File: src/hdl/pcbp_pkg.sv
// Shared types and constants for the prefix code bit packer.
// Used by pcbp_ctrl, pcbp_dp and prefix_code_bit_packer; depends on nothing.
`default_nettype none

package pcbp_pkg;

    localparam int WORD_W = 32;
    localparam int BYTE_W = 8;
    localparam int PEND_W = 7;
    localparam int PCNT_W = 3;
    localparam int ACC_W  = WORD_W + PEND_W;
    localparam int CNT_W  = 16;

    typedef struct packed {
        logic load;
        logic emit;
        logic finish;
    } t_cmd;

    typedef struct packed {
        logic has_byte;
        logic want_out;
        logic out_free;
    } t_status;

endpackage

`default_nettype wire

File: src/hdl/prefix_code_bit_packer.sv
// Channel       | direction | handshake          | payload
// request in    | input     | i_valid / o_ready  | i_code_word, i_end_of_block
// result out    | output    | o_valid / i_ready  | o_packed_byte, o_byte_valid,
//               |           |                    | o_final_result, o_bytes_so_far
// A request takes a load step, one emit step per full byte and a closing step;
// the result register passes one byte per cycle while the output is not stalled.
// A stalled result holds the byte loop and a block's closing result; intake waits.
// Reset is synchronous and active low and clears pending bits and the byte count.
// Top level of the prefix code bit packer; depends on pcbp_pkg, pcbp_ctrl and pcbp_dp.
`default_nettype none

module prefix_code_bit_packer
    import pcbp_pkg::*;
(
    input  wire logic              i_clk,
    input  wire logic              i_rst_n,
    input  wire logic              i_valid,
    output logic                   o_ready,
    input  wire logic [WORD_W-1:0] i_code_word,
    input  wire logic              i_end_of_block,
    output logic                   o_valid,
    input  wire logic              i_ready,
    output logic [BYTE_W-1:0]      o_packed_byte,
    output logic                   o_byte_valid,
    output logic                   o_final_result,
    output logic [CNT_W-1:0]       o_bytes_so_far
);

    t_cmd    cmd;
    t_status status;

    pcbp_ctrl u_ctrl (
        .i_clk    (i_clk),
        .i_rst_n  (i_rst_n),
        .i_valid  (i_valid),
        .o_ready  (o_ready),
        .i_status (status),
        .o_cmd    (cmd)
    );

    pcbp_dp u_dp (
        .i_clk          (i_clk),
        .i_rst_n        (i_rst_n),
        .i_cmd          (cmd),
        .o_status       (status),
        .i_code_word    (i_code_word),
        .i_end_of_block (i_end_of_block),
        .o_valid        (o_valid),
        .i_ready        (i_ready),
        .o_packed_byte  (o_packed_byte),
        .o_byte_valid   (o_byte_valid),
        .o_final_result (o_final_result),
        .o_bytes_so_far (o_bytes_so_far)
    );

endmodule

`default_nettype wire

File: src/hdl/pcbp_ctrl.sv
// Sequencing state machine of the prefix code bit packer.
// Depends on pcbp_pkg; drives the datapath in pcbp_dp by command and status.
`default_nettype none

module pcbp_ctrl
    import pcbp_pkg::*;
(
    input  wire logic    i_clk,
    input  wire logic    i_rst_n,
    input  wire logic    i_valid,
    output logic         o_ready,
    input  wire t_status i_status,
    output t_cmd         o_cmd
);

    typedef enum logic {
        S_IDLE,
        S_EMIT
    } t_state;

    t_state r_state;
    t_state n_state;
    logic   r_ready;
    logic   n_ready;

    always_comb begin
        o_cmd   = '0;
        n_state = r_state;
        n_ready = r_ready;
        unique case (r_state)
            S_IDLE: begin
                if (i_valid) begin
                    o_cmd.load = 1'b1;
                    n_state    = S_EMIT;
                    n_ready    = 1'b0;
                end
            end
            S_EMIT: begin
                if (i_status.has_byte) begin
                    o_cmd.emit = i_status.out_free;
                end else if (!i_status.want_out || i_status.out_free) begin
                    o_cmd.finish = 1'b1;
                    n_state      = S_IDLE;
                    n_ready      = 1'b1;
                end
            end
            default: begin
                n_state = S_IDLE;
                n_ready = 1'b1;
            end
        endcase
    end

    always_ff @(posedge i_clk) begin
        if (!i_rst_n) begin
            r_state <= S_IDLE;
            r_ready <= 1'b1;
        end else begin
            r_state <= n_state;
            r_ready <= n_ready;
        end
    end

    assign o_ready = r_ready;

endmodule

`default_nettype wire

File: src/hdl/pcbp_dp.sv
// Datapath of the prefix code bit packer: bit accumulator, pending bits,
// byte counter and output register. Depends on pcbp_pkg; commanded by pcbp_ctrl.
`default_nettype none

module pcbp_dp
    import pcbp_pkg::*;
(
    input  wire logic              i_clk,
    input  wire logic              i_rst_n,
    input  wire t_cmd              i_cmd,
    output t_status                o_status,
    input  wire logic [WORD_W-1:0] i_code_word,
    input  wire logic              i_end_of_block,
    output logic                   o_valid,
    input  wire logic              i_ready,
    output logic [BYTE_W-1:0]      o_packed_byte,
    output logic                   o_byte_valid,
    output logic                   o_final_result,
    output logic [CNT_W-1:0]       o_bytes_so_far
);

    logic [ACC_W-1:0]  r_acc;
    logic              r_last;
    logic              r_any;
    logic [PEND_W-1:0] r_pend_bits;
    logic [PCNT_W-1:0] r_pend_cnt;
    logic [CNT_W-1:0]  r_count;
    logic              r_ovalid;
    logic [BYTE_W-1:0] r_obyte;
    logic              r_obval;
    logic              r_ofin;
    logic [CNT_W-1:0]  r_ocnt;

    logic [CNT_W-1:0]  n_bump;
    logic [PCNT_W-1:0] n_pend_cnt;
    logic [ACC_W-1:0]  n_load;
    logic              acc_nonzero;

    assign acc_nonzero = |r_acc;
    assign n_bump      = (r_count == {CNT_W{1'b1}}) ? r_count : r_count + CNT_W'(1);
    assign n_load      = {{WORD_W{1'b0}}, r_pend_bits}
                       | ({{PEND_W{1'b0}}, i_code_word} << r_pend_cnt);

    // The pending bit count is taken from the highest set residual bit, which is taken as the top bit of the last word.
    always_comb begin
        n_pend_cnt = '0;
        for (int k = 0; k < PEND_W; k++) begin
            if (r_acc[k]) begin
                n_pend_cnt = PCNT_W'(k + 1);
            end
        end
    end

    assign o_status.has_byte = |r_acc[ACC_W-1:BYTE_W-1];
    assign o_status.want_out = r_last && (acc_nonzero || !r_any);
    assign o_status.out_free = !r_ovalid || i_ready;

    always_ff @(posedge i_clk) begin
        if (!i_rst_n) begin
            r_pend_bits <= '0;
            r_pend_cnt  <= '0;
            r_count     <= '0;
            r_any       <= 1'b0;
            r_last      <= 1'b0;
            r_ovalid    <= 1'b0;
        end else begin
            if (r_ovalid && i_ready) begin
                r_ovalid <= 1'b0;
            end
            if (i_cmd.load) begin
                r_last <= i_end_of_block;
                r_any  <= 1'b0;
            end
            if (i_cmd.emit) begin
                r_count  <= n_bump;
                r_any    <= 1'b1;
                r_ovalid <= 1'b1;
            end
            if (i_cmd.finish) begin
                if (r_last) begin
                    r_pend_bits <= '0;
                    r_pend_cnt  <= '0;
                    r_count     <= '0;
                    if (o_status.want_out) begin
                        r_ovalid <= 1'b1;
                    end
                end else begin
                    r_pend_bits <= r_acc[PEND_W-1:0];
                    r_pend_cnt  <= n_pend_cnt;
                end
            end
        end
    end

    always_ff @(posedge i_clk) begin
        if (i_cmd.load) begin
            r_acc <= n_load;
        end else if (i_cmd.emit) begin
            r_acc <= r_acc >> BYTE_W;
        end
        if (i_cmd.emit) begin
            r_obyte <= r_acc[BYTE_W-1:0];
            r_obval <= 1'b1;
            r_ofin  <= r_last && !(|r_acc[ACC_W-1:BYTE_W]);
            r_ocnt  <= n_bump;
        end else if (i_cmd.finish && o_status.want_out) begin
            r_ofin <= 1'b1;
            if (acc_nonzero) begin
                r_obyte <= r_acc[BYTE_W-1:0];
                r_obval <= 1'b1;
                r_ocnt  <= n_bump;
            end else begin
                r_obyte <= '0;
                r_obval <= 1'b0;
                r_ocnt  <= r_count;
            end
        end
    end

    assign o_valid        = r_ovalid;
    assign o_packed_byte  = r_obyte;
    assign o_byte_valid   = r_obval;
    assign o_final_result = r_ofin;
    assign o_bytes_so_far = r_ocnt;

`ifndef ASSERT_OFF
    a_pend_consistent: assert property (@(posedge i_clk) disable iff (!i_rst_n)
        (r_pend_cnt == '0) == (r_pend_bits == '0))
        else $error("pending bit count disagrees with pending bits");

    a_emit_slot_free: assert property (@(posedge i_clk) disable iff (!i_rst_n)
        (i_cmd.emit || (i_cmd.finish && o_status.want_out)) |-> o_status.out_free)
        else $error("result written while the output register is still occupied");

    a_block_end_clears: assert property (@(posedge i_clk) disable iff (!i_rst_n)
        (i_cmd.finish && r_last) |=> (r_count == '0 && r_pend_cnt == '0))
        else $error("state not cleared at the end of a block");

    a_single_cmd: assert property (@(posedge i_clk) disable iff (!i_rst_n)
        $countones({i_cmd.load, i_cmd.emit, i_cmd.finish}) <= 1)
        else $error("more than one datapath command in one cycle");
`endif

endmodule

`default_nettype wire
File: config.mk
export PLATFORM = sky130hd
export DESIGN_NAME = prefix_code_bit_packer
export DESIGN_NICKNAME = d
export VERILOG_FILES = /design/src/hdl/pcbp_pkg.sv /design/src/hdl/prefix_code_bit_packer.sv /design/src/hdl/pcbp_ctrl.sv /design/src/hdl/pcbp_dp.sv
export SDC_FILE = /design/constraint.sdc
export NUM_CORES = 1
export LEC_CHECK = 0
export ABC_AREA = 0
export CAP_MARGIN = 20
export CELL_PAD_IN_SITES_DETAIL_PLACEMENT = 1
export CELL_PAD_IN_SITES_GLOBAL_PLACEMENT = 2
export CORE_ASPECT_RATIO = 0.6
export CORE_MARGIN = 1
export CORE_UTILIZATION = 35
export CTS_CLUSTER_SIZE = 28
export DETAILED_ROUTE_END_ITERATION = 10
export DONT_BUFFER_PORTS = 1
export PLACE_DENSITY_LB_ADDON = 0.1
export SETUP_SLACK_MARGIN = 0.5
export SYNTH_ARGS = -nofsm -noshare
export SYNTH_HDL_FRONTEND = slang
export SYNTH_SLANG_ARGS = --single-unit
export TNS_END_PERCENT = 100
File: constraint.sdc
create_clock -name i_clk -period 6 [get_ports i_clk]
set_input_delay 1.2 -clock i_clk [delete_from_list [all_inputs] [get_ports i_clk]]
set_output_delay 1.2 -clock i_clk [all_outputs]
set_load 0.01 [all_outputs]
== Word-level counts from Yosys, hierarchy flattened ==
Cells that the tools add are included.
Word-level totals
  register bits after elaboration: 96
  input bits: 37
  output and inout port bits: 28
  word-level logic and storage cells: 82
Cells by class
  add/sub/neg operators: 1
  eq/ne operators: 4
  shift-type cells: 1
  multiplexer cells: 44
  bitwise operators: 2
  reductions and logical operators: 17
Operators by type and width (count)
  two-way mux 16 bit: 7
  two-way mux 39 bit: 2
  OR 7 x 39 -> 39 bit: 1
  OR reduction 39 bit: 1
  left shift 32 x 3 -> 39 bit: 1
  OR reduction 32 bit: 1
  OR reduction 31 bit: 1
  two-way mux 8 bit: 3
  two-way mux 1 bit: 21
  two-way mux 3 bit: 7
  adder 16 x 1 -> 16 bit, second input constant: 1
  equality test 16 bit, second input constant: 1
  two-way mux 7 bit: 1
  != test 2 bit, second input constant: 3
  logical AND 1 bit: 4
  zero test 1 bit: 4
  case mux 1 bit (2 select lines): 2
  nonzero test 2 bit: 2
  logical OR 1 bit: 3
  AND reduction 3 bit: 1
  two-way mux 2 bit: 1
  inverter 1 bit: 1

== Logic depth before layout (Yosys ltp) ==
Gate-level depths: netlist (run 1).
  depth in word-level cells: 12
  depth in mapped cells: 8
  gate-level depth less buffers: 6

== Hierarchy ==
Synthesis (run 1) repeated with hierarchy kept, for this count alone.
Unflattened totals
  cells, all modules: 531
  area total of the unflattened synthesis: 5430.2 um^2
By module, submodules not included
  pcbp_dp: times used 1, cells an instance 521, area an instance 5313.8 um^2, sequential area each 2522.4 um^2
  pcbp_ctrl: times used 1, cells an instance 10, area an instance 116.4 um^2, sequential area each 40.0 um^2

== Worst setup path before layout (run 1) ==
OpenSTA, ideal clock, no wires.
  kind: in2reg
  start: input port i_ready
  end: register u_dp.r_acc[0], enable pin
  setup time: 524 ps
  arrival time: 2603 ps
  data required time: 5476 ps
  slack: 2873 ps
  cell stages on the path: 5
  buffers on the path: 1
  cell sequence: nor2b_1 > nor2b_1 > o31ai_2 > clkbuf_1 > nand2_1
Between the ends
  word-level cells in the longest chain between the ends: 4
Ends and longest elaborated chain
  start, declared: RTL line prefix_code_bit_packer.sv:22  | input wire logic i_ready,
  logical OR 1 bit: RTL line pcbp_dp.sv:56  | assign o_status.out_free = !r_ovalid || i_ready;
  two-way mux 1 bit: RTL line pcbp_ctrl.sv:39  | if (i_status.has_byte) begin
  two-way mux 2 bit: RTL line pcbp_ctrl.sv:30  | unique case (r_state)
  nonzero test 2 bit (no line)
  end signal, assigned: RTL line pcbp_dp.sv:97  | r_acc <= n_load;
  end signal, assigned: RTL line pcbp_dp.sv:99  | r_acc <= r_acc >> BYTE_W;
  end, declared: RTL line pcbp_dp.sv:22  | logic [ACC_W-1:0] r_acc;
Every way passes these cells.
A chain may end at the register's enable or synchronous reset.

== Worst setup path in the final report (run 1) ==
  start: register u_dp.r_acc[22]
  end: register u_dp.r_count[15]
Between the ends
  word-level cells in the longest chain between the ends: 9
  elaborated cells on any way between the ends: 13
  classes of those cells: mux: 7; reduce/logical: 6
Ends and longest elaborated chain
  OR reduction 39 bit: RTL line pcbp_dp.sv:39  | assign acc_nonzero = |r_acc;
  logical OR 1 bit: RTL line pcbp_dp.sv:55  | assign o_status.want_out = r_last && (acc_nonzero || !r_any);
  logical AND 1 bit: RTL line pcbp_dp.sv:55
  zero test 1 bit: RTL line pcbp_ctrl.sv:41  | end else if (!i_status.want_out || i_status.out_free) begin
  logical OR 1 bit: RTL line pcbp_ctrl.sv:41
  two-way mux 1 bit: RTL line pcbp_ctrl.sv:41
  two-way mux 1 bit: RTL line pcbp_ctrl.sv:39
  two-way mux 2 bit (*): RTL line pcbp_ctrl.sv:30
  two-way mux 16 bit (*): RTL line pcbp_dp.sv:79  | if (i_cmd.finish) begin
  end signal, assigned: RTL line pcbp_dp.sv:75  | r_count <= n_bump;
  end, declared: RTL line pcbp_dp.sv:27  | logic [CNT_W-1:0] r_count;
Mark *: on every way between the ends. The rest lies on a longest branch, timed or not.

==> results by group, run 1 <==
Floorplanning
  • Ports: 65
  • # rows: 34
  • Initial core utilization: 36.24%
  • Area of the die: 0.01571 sq mm
  • Core area: 0.01468 sq mm
  • Die Ht: 97.49 um
  • Die Wd: 161.1 um

Drt
  • Antenna viol nets, final: 0
  • Initial drt markers: 323
  • Post-Route WL: 16,270 um
  • Vias per cell: 5.933
  • Via count: 4,147
  • TritonRoute pass-1 iters: 4
  • DRC Markers: 0
  • WL per Instance: 23.27 um

Timing
  • Final hold violation count: 0
  • RSZ-0062 raised after global routing: no
  • Setup TNS: 0 ps
  • # setup viols final: 0
  • Pins Over Slew Limit: 0
  • Worst Skew: 8.895 ps
  • Min Tclk post-route: 2911 ps
  • Fmax achieved: 0.3435 GHz
  • Normalized max-slew margin: 35.69%
  • Tcrit/Tclk final: 48.52%
  • Worst Max-Slew Pin Slew: 963.5 ps

Logic synthesis
  • Multiplexer share of the synthesized area: 11.90%
  • Largest family of logic cells by synthesized area: simple AND/OR/NAND/NOR gates
  • Syn nets: 557
  • Top FF cell, synth: edfxtp_1
  • Synth Cell Area: 0.005319 sq mm
  • Synth warn: 0
  • Xor-xnor portion of the synthesized cell area: 1.811%
  • Seq/Total Area, Yosys: 48.18%
  • Synthesized flop and latch total: 96
  • Post-synthesis adder-cell area fraction: 0.2352%
  • Syn Inst Count: 519
  • Yosys cell types: 52
  • Asr flop ratio synth: 0%
  • Syn avg cell area: 10.25 sq um
  • Post-Synth Simple-Gate Area: 20.04%
  • Synth Area in Compound Gates: 13.93%
  • EDFF count, synth: 64

Final layout
  • Layout Nets: 534
  • Layout area overhead: 8.398%
  • Fin util: 39.28%
  • Share of cells above drive strength 1: 12.97%
  • Diode count: 0

Setup path
  • Worst EP arrival: 3110 ps
  • Crit path required time: 6200 ps
  • Critical path class: reg2reg
  • Reg2Reg Setup Slack: 3090 ps
  • R2R Path End: u_dp.r_count[15]$_SDFF_PN0_
  • CP startpoint kind: flip-flop
  • Critical Path Fanout Max: 16
  • Setup crit end kind: flip-flop
  • Worst R2R Path Depth: 5
  • RR Startpoint: u_dp.r_acc[22]$_DFFE_PP_

CTS
  • Clock Latency Late Sink: 350 ps
  • Num CTS Buffers: 9
  • Htree depth: 3
  • Post CTS Setup Buffer Count: 0
  • # clock sinks: 96
  • CTS Buffer Depth: 2
  • Post-CTS sizing: 0
  • Clock Tree Root: clkbuf_16
  • Post-CTS Hold Buffers: 0
  • TritonCTS clock tree: yes
  • Clk pin slew, worst setup/hold paths: 70 ps

Power and ir drop
  • Leakage: 0.001877 uW
  • Power per cell area: 264.4 mW/mm^2
  • Peak supply drop: 124.1 uV

Place
  • IO Port Bufs: 0
  • Gp weighted congestion: 0.8400
  • DP HPWL: 12,200 um

GRT
  • Total gr overflow: 0
  • Largest net degree at the start of global routing: 48
  • Global-route wire length before repair: 25,270 um
  • Antenna violations before repair: 0
  • GRT Util Overall: 21.55%
  • Vias in the first global route: 4,084

Hold path
  • Hold_sp: u_dp.r_pend_bits[6]$_SDFFE_PN0N_
  • Hold path cells: 1
  • Worst hold path type: reg2reg
  • Worst Hold Path EP: u_dp.r_pend_bits[6]$_SDFFE_PN0N_

Status
  • Outcome: complete, no violations

Run
  • Max-cap check violation count: 0
## through the flow
| stage | instances | hold WS, ps | power, uW | instance area [sq um] | worst slack, ps |
|---|---|---|---|---|---|
| 3_5_place_dp | 682 | 490.7 | 946.3 | 5448 | 3031 |
| 2_1_floorplan | 519 | 457.1 | 895.7 | 5319 | 2873 |
| 5_1_grt | 699 | 515.0 | 1576 | 5766 | 3029 |
| 6_report | 699 | 506.2 | 1524 | 5766 | 3089 |
| 3_3_place_gp | 682 | 478.8 | 943.6 | 5448 | 3123 |
| 4_1_cts | 698 | 507.1 | 1533 | 5746 | 3097 |
## how the worst max path moves through the flow
stage | depth (start not counted) | from | endpoint
after CTS | 5 | u_dp.r_pend_cnt[0]$_SDFFE_PN0N_ | u_dp.r_acc[4]$_DFFE_PP_
after detailed placement | 6 | i_ready | u_dp.r_acc[35]$_SDFFCE_PN0P_
after global routing | 5 | u_dp.r_acc[22]$_DFFE_PP_ | u_dp.r_count[9]$_SDFF_PN0_
final | 5 | u_dp.r_acc[22]$_DFFE_PP_ | u_dp.r_count[15]$_SDFF_PN0_
after floorplan | 5 | i_ready | u_dp.r_acc[0]$_DFFE_PP_
after global placement | 6 | i_ready | u_dp.r_acc[35]$_SDFFCE_PN0P_
## final cells by class
cell class,count,area (sq um)
Tap cell,198,247.7
Clock buffer,10,229.0
Sequential cell,96,2564
Clock inverter,6,68.82
Fill cell,1634,8911
Multi-Input combinational cell,374,2554
Inverter,6,22.52
Timing Repair Buffer,9,80.08
## worst max-delay path, cell delays in order (launching register included)
cell and delay, ps:
edfxtp_1 380, nor4_1 590, nand4_1 390, or3_4 480, o31ai_4 760, nor3b_1 140
## registers in the layout (all words and copies together) (netlist names), 3 cells and up
| signal | count |
|---|---|
| u_dp.r_pend_bits | 7 |
| u_dp.o_bytes_so_far | 16 |
| u_dp.r_acc | 39 |
| u_dp.r_count | 16 |
| u_dp.o_packed_byte | 8 |
| u_dp.r_pend_cnt | 3 |
## Yosys cell counts (7+ instances only)
| cell type | number | share of area, % |
|---|---|---|
| a32o_1 | 10 | 1.9 |
| nand4_1 | 12 | 1.4 |
| nand2_1 | 76 | 5.4 |
| o21ai_0 | 20 | 1.9 |
| nand3_1 | 9 | 0.85 |
| clkbuf_1 | 28 | 2.0 |
| nor2_1 | 52 | 3.7 |
| mux4_2 | 22 | 9.3 |
| xor2_1 | 11 | 1.8 |
| nor3_1 | 9 | 0.85 |
| a31oi_1 | 24 | 2.8 |
| a21oi_1 | 36 | 3.4 |
| nor2b_1 | 9 | 1.1 |
| edfxtp_1 | 64 | 36 |
| mux2i_1 | 7 | 1.3 |
| and4_1 | 8 | 1.3 |
| or3_1 | 11 | 1.3 |
| buf_2 | 8 | 0.75 |
| dfxtp_1 | 32 | 12 |
## cells in the final DEF (no fill, tap or decap), types with 5 or more instances in the layout
master and n:
clkbuf_16 9, inv_1 5, nand4_1 12, mux4_2 22, a21oi_1 36, nand2_1 76, and4_1 8, a211oi_1 6
nor2b_1 7, mux2_2 6, edfxtp_1 64, nor4_1 6, mux2i_1 7, o21ai_0 20, a31oi_1 24, dfxtp_1 31
nand3_1 9, xor2_1 11, o31ai_1 5, nor2_1 52, a32o_1 10, or3_1 11, buf_4 8, nor3_1 9
## per-layer routing
metal | wire [um] | up-vias | GRT usage (%) | part of all wire, %
met2 | 6155 | 113 | 26.59 | 38
met3 | 921 | 9 | 4.738 | 5.7
met5 | 0 | - | 0 | 0
met1 | 9056 | 2101 | 36.17 | 56
met4 | 137 | 0 | 5.007 | 0.84
li1 | - | 1924 | - | -
## kinds of logic after synthesis
family	Yosys count
AOI/OAI and AO/OA	114
xor gates and xnor gates	11
adders and majority gates	1
buffers and inverters	49
DFF	96
muxes	35
and+or+nand+nor	213
## where the power goes
group	internal [uW]	total (uW)	switching [uW]
combinational	44.0	122	77.8
sequential	763	809	46.9
clock	326	593	267
Power figures use the tool's default switching activity.
==> run 2: changes to the inputs <==
==> constraint.sdc (replaced) <==
create_clock -name i_clk -period 2.5 [get_ports i_clk]
set_input_delay 0.5 -clock i_clk [delete_from_list [all_inputs] [get_ports i_clk]]
set_output_delay 0.5 -clock i_clk [all_outputs]
set_load 0.01 [all_outputs]
==> results by group, run 2 (synthesis results as in run 1) <==
CTS
  • Post-CTS Hold Buffers: 0
  • Htree depth: 3
  • Num CTS Buffers: 9
  • CTS Buffer Depth: 2
  • TritonCTS clock tree: yes
  • Clock Tree Root: clkbuf_16
  • # clock sinks: 96
  • Clock Latency Late Sink: 350 ps
  • Clk pin slew, worst setup/hold paths: 70 ps

Final layout
  • Number of flip-flops in the largest register: 39
  • Fin area: 0.006346 sq mm
  • Final Non-Filler Cells: 727
  • Layout Nets: 562
  • # fillers: 1,603
  • Commonest non-fill, non-tap cell in the layout: nand2_1
  • Biggest register: u_dp.r_acc
  • Layout area overhead: 19.31%
  • Share of cells above drive strength 1: 23.44%
  • Commonest cells after routing, fill and taps aside: nand2_1, edfxtp_1, nor2_1, a21oi_1, dfxtp_1
  • Diode count: 0

Floorplanning
  • Core area: 0.01468 sq mm
  • Die Ht: 97.49 um
  • Ports: 65
  • Initial core utilization: 36.24%
  • Die Wd: 161.1 um
  • Area of the die: 0.01571 sq mm
  • # rows: 34

Drt
  • Top Layer Used: met4
  • DR WL met3: 995 um
  • TritonRoute pass-1 iters: 5
  • Vias per cell: 5.964
  • WL per Instance: 23.91 um
  • Post-Route WL: 17,380 um
  • Wire length on met2: 6458 um
  • M1 WL: 9813 um
  • Antenna viol nets, final: 0
  • DRC Markers: 0
  • Via count: 4,336
  • Initial drt markers: 349

Timing
  • RSZ-0062 raised after global routing: yes
  • Tcrit/Tclk final: 87.90%
  • Worst Skew: 8.168 ps
  • Normalized max-slew margin: 23.25%
  • PnR worst setup slack: 302.5 ps
  • Min Tclk post-route: 2198 ps
  • Fmax achieved: 0.4551 GHz
  • Worst Max-Slew Pin Slew: 1151 ps
  • Pins Over Slew Limit: 0
  • Setup TNS: 0 ps
  • # setup viols final: 0
  • Final hold violation count: 0

Setup path
  • Worst R2R Path Depth: 7
  • Critical path class: reg2reg
  • Setup crit end kind: flip-flop
  • Critical Path Fanout Max: 6
  • CP startpoint kind: flip-flop
  • Crit path required time: 2610 ps
  • Worst EP arrival: 2300 ps

Place
  • # placed instances: 693
  • Dpl ws: 81.36 ps
  • Gp weighted congestion: 0.8275
  • IO Port Bufs: 0
  • Post-DP Area: 0.005577 sq mm
  • DP HPWL: 12,340 um

Hold path
  • Hold path cells: 1
  • Worst hold path type: in2reg

GRT
  • Largest net degree at the start of global routing: 48
  • GRT Util Overall: 22.62%
  • Antenna violations before repair: 0
  • Total gr overflow: 0
  • Vias in the first global route: 4,217
  • Global-route wire length before repair: 26,480 um

Power and ir drop
  • Clock group share of total power: 38.2%
  • Leakage: 0.002086 uW
  • Power per cell area: 590.8 mW/mm^2
  • Seq pwr share: 52.1%
  • Switching Fraction: 27.11%
  • Switch Pwr: 1016 uW
  • Peak supply drop: 358.1 uV
  • Cell Int Power: 2733 uW
  • Part of the power in combinational logic: 9.7%
  • Overall Power: 3749 uW

Status
  • Outcome: complete, no violations

Run
  • Max-cap check violation count: 0
run 2: changes by cell type in the layout (fill, tap and decap cells not counted), sizes merged:
cell,delta
bufinv,-1
buf,+21
clkinvlp,-1
clkbuf,+1
nor2b,+3
clkinv,-2
inv,+4
nand2,+3
run 2: area by class of cell:
class | instances | area, sq um | area share, %
flip-flops and latches | 96 | 2566 | 40.44
well taps | 198 | 247.7 | 3.904
clock buffers | 10 | 250.2 | 3.943
inverters | 6 | 22.52 | 0.3549
multi-input cells | 380 | 2899 | 45.68
repair buffers | 31 | 305.3 | 4.811
clock inverters | 6 | 55.05 | 0.8675
run 2: power by group through the flow:
stage / logic (uW) / clock network, uW / registers (uW)
3_5_place_dp: 312 / 0 / 1970
5_1_grt: 398 / 1520 / 1970
3_3_place_gp: 308 / 0 / 1970
6_report: 365 / 1430 / 1950
4_1_cts: 344 / 1470 / 1950
2_1_floorplan: 227 / 0 / 1930
run 2: final timing paths:
kind | start | endpoint | slack (ps)
worst max-delay path | u_dp.r_acc[26]$_DFFE_PP_ | u_dp.o_bytes_so_far[1]$_DFFE_PP_ | 300
worst min-delay path | i_rst_n | u_ctrl.o_ready$_SDFFE_PN1P_ | 230
worst max register to register | u_dp.r_acc[26]$_DFFE_PP_ | u_dp.o_bytes_so_far[1]$_DFFE_PP_ | 300
worst min register to register | u_dp.r_pend_bits[2]$_SDFFE_PN0N_ | u_dp.r_pend_bits[2]$_SDFFE_PN0N_ | 500
run 2: what timing repair did:
| item | CTS | global route |
|---|---|---|
| cloned | 4 | 3 |
| pin swaps | 9 | 12 |
| endpoints found under the setup margin | 134 | 113 |
| gates resized for setup | 28 | 30 |
| buffers inserted | 8 | 3 |
run 2: per-stage QoR:
step | utilization, % | hold WS [ps]
floorplan | - | 457.1
global placement | 38.00 | 482.6
detailed placement | 38.00 | 486.4
CTS | 41.78 | 217.1
global route | 43.24 | 216.8
finish | 43.24 | 229.7
run 2: critical path, stage by stage, from the launching register on:
cell	delay [ps]
edfxtp_1	440
nor4_2	370
nand4_1	130
buf_4	180
or3_4	430
a21oi_4	170
buf_6	150
nor2b_4	70
run 2: layer usage:
metal,up-vias,global-route usage [%]
li1,1991,-
met1,2222,39.44
met2,116,26.72
met3,7,4.481
met4,0,4.572
met5,-,0
==> run 3: changes to the inputs <==
==> constraint.sdc (replaced) <==
create_clock -name i_clk -period 2.5 [get_ports i_clk]
set_input_delay 0.5 -clock i_clk [delete_from_list [all_inputs] [get_ports i_clk]]
set_output_delay 0.5 -clock i_clk [all_outputs]
set_load 0.1 [all_outputs]
==> results by group, run 3 (synthesis results as in run 1) <==
Drt
  • WL per Instance: 23.76 um
  • TritonRoute pass-1 iters: 5
  • Via count: 4,531
  • Vias per cell: 5.931
  • Antenna viol nets, final: 0
  • Post-Route WL: 18,150 um
  • Initial drt markers: 352
  • DRC Markers: 0

Place
  • DP HPWL: 12,520 um
  • Gp weighted congestion: 0.8346
  • IO Port Bufs: 0

Timing
  • RSZ-0062 raised after global routing: yes
  • Pins Over Slew Limit: 0
  • Worst Max-Slew Pin Slew: 731.7 ps
  • Hold Slack: 228.6 ps
  • Final hold violation count: 0
  • Normalized max-slew margin: 51.22%
  • Tcrit/Tclk final: 87.19%
  • Worst Skew: 8.533 ps
  • Setup TNS: 0 ps
  • Min Tclk post-route: 2180 ps
  • Fmax achieved: 0.4588 GHz
  • # setup viols final: 0

CTS
  • Clock Tree Root: clkbuf_16
  • Clk pin slew, worst setup/hold paths: 70 ps
  • Htree depth: 3
  • TritonCTS clock tree: yes
  • Clock Latency Late Sink: 350 ps
  • CTS Buffer Depth: 2
  • # clock sinks: 96
  • Post-CTS Hold Buffers: 0
  • Num CTS Buffers: 9

Setup path
  • Critical Path Fanout Max: 7
  • Setup crit end kind: flip-flop
  • Crit path required time: 2600 ps
  • Worst EP arrival: 2280 ps
  • CP startpoint kind: flip-flop
  • Critical path class: reg2reg
  • Reg2Reg Setup Slack: 320 ps

Final layout
  • Commonest non-fill, non-tap cell in the layout: nand2_1
  • # fillers: 1,590
  • Commonest cells after routing, fill and taps aside: nand2_1, edfxtp_1, buf_4, nor2_1, dfxtp_1
  • Layout area overhead: 27.52%
  • Fin util: 46.21%
  • Share of cells above drive strength 1: 30.39%
  • Number of flip-flops in the largest register: 39
  • Diode count: 0
  • Biggest register: u_dp.r_acc
  • Layout Nets: 599

Floorplanning
  • Initial core utilization: 36.24%
  • Area of the die: 0.01571 sq mm
  • # rows: 34
  • Core area: 0.01468 sq mm
  • Die Wd: 161.1 um
  • Ports: 65
  • Die Ht: 97.49 um

Power and ir drop
  • Switching Fraction: 28.89%
  • Leakage: 0.002300 uW
  • Peak supply drop: 321.7 uV
  • Seq pwr share: 46.9%
  • Clock group share of total power: 37.0%
  • Power per cell area: 607.3 mW/mm^2
  • Cell Int Power: 2929 uW
  • Part of the power in combinational logic: 16.2%
  • Switch Pwr: 1190 uW

GRT
  • Largest net degree at the start of global routing: 34
  • Global-route wire length before repair: 27,720 um
  • Total gr overflow: 0
  • GRT Util Overall: 23.57%
  • Vias in the first global route: 4,438
  • Antenna violations before repair: 0

Status
  • Outcome: complete, no violations

Hold path
  • Worst hold path type: in2reg

Run
  • Max-cap check violation count: 0
==> run 3: cell types whose count changed in the layout (fill, tap and decap cells not counted), moves of 3 or more <==
cell | before | now
a21oi_1 | 34 | 23
a21oi_2 | 1 | 12
buf_12 | 2 | 8
buf_4 | 22 | 50
buf_6 | 4 | 7
==> run 3: per-layer routing <==
layer | vias to the layer above | routed length [um] | track usage (%) | share of wire, %
met5 | - | 0 | 0 | 0
met1 | 2281 | 9528 | 40.27 | 52
li1 | 2057 | - | - | -
met4 | 0 | 88 | 3.919 | 0.48
met2 | 183 | 6887 | 29.05 | 38
met3 | 10 | 1645 | 5.036 | 9.1
==> run 3: final timing paths <==
kind,to,start,cells after the start
worst max-delay path,u_dp.o_bytes_so_far[2]$_DFFE_PP_,u_dp.r_acc[22]$_DFFE_PP_,8
worst min-delay path,u_ctrl.o_ready$_SDFFE_PN1P_,i_rst_n,1
worst max register to register,u_dp.o_bytes_so_far[2]$_DFFE_PP_,u_dp.r_acc[22]$_DFFE_PP_,8
worst min register to register,u_dp.r_any$_SDFFE_PN0P_,u_dp.r_any$_SDFFE_PN0P_,2
==> run 3: what timing repair did <==
action	CTS	global route
pin swaps	7	14
setup endpoints to repair	108	112
setup buffers	10	4
gates cloned	8	1
gates resized for setup	43	36
==> run 3: critical path, stage by stage, from the launching register on <==
cell and delay, ps:
edfxtp_1 410, nor4_2 300, buf_4 170, nand4_1 90, buf_4 170, or3_4 390
a21oi_4 180, buf_6 150, nor2b_4 70
==> run 3: final cells by class <==
type	instances	area, sq um	share of cell area, %
Clock buffer	13	281.5	4.151
Clock inverter	3	47.55	0.7010
Inverter	6	22.52	0.3320
Multi-Input combinational cell	381	2958	43.61
Sequential cell	96	2571	37.91
Tap cell	198	247.7	3.652
Timing Repair Buffer	67	654.4	9.648
==> run 3: power groups by stage <==
stage | combinational [uW] | sequential [uW] | clock, uW
final | 665 | 1930 | 1520
after global placement | 569 | 1950 | 0
after detailed placement | 570 | 1950 | 0
after floorplan | 227 | 2130 | 0
after global routing | 704 | 1940 | 1600
after CTS | 647 | 1920 | 1550
==> run 3: per-stage QoR <==
stage	total power (uW)	setup slack [ps]	instance area [sq um]	std cells
6_report	4119	320.3	6783	764
5_1_grt	4246	223.8	6783	764
3_5_place_dp	2524	273.8	5843	725
4_1_cts	4114	270.8	6558	759
3_3_place_gp	2521	290.2	5843	725
2_1_floorplan	2353	507.4	5366	519
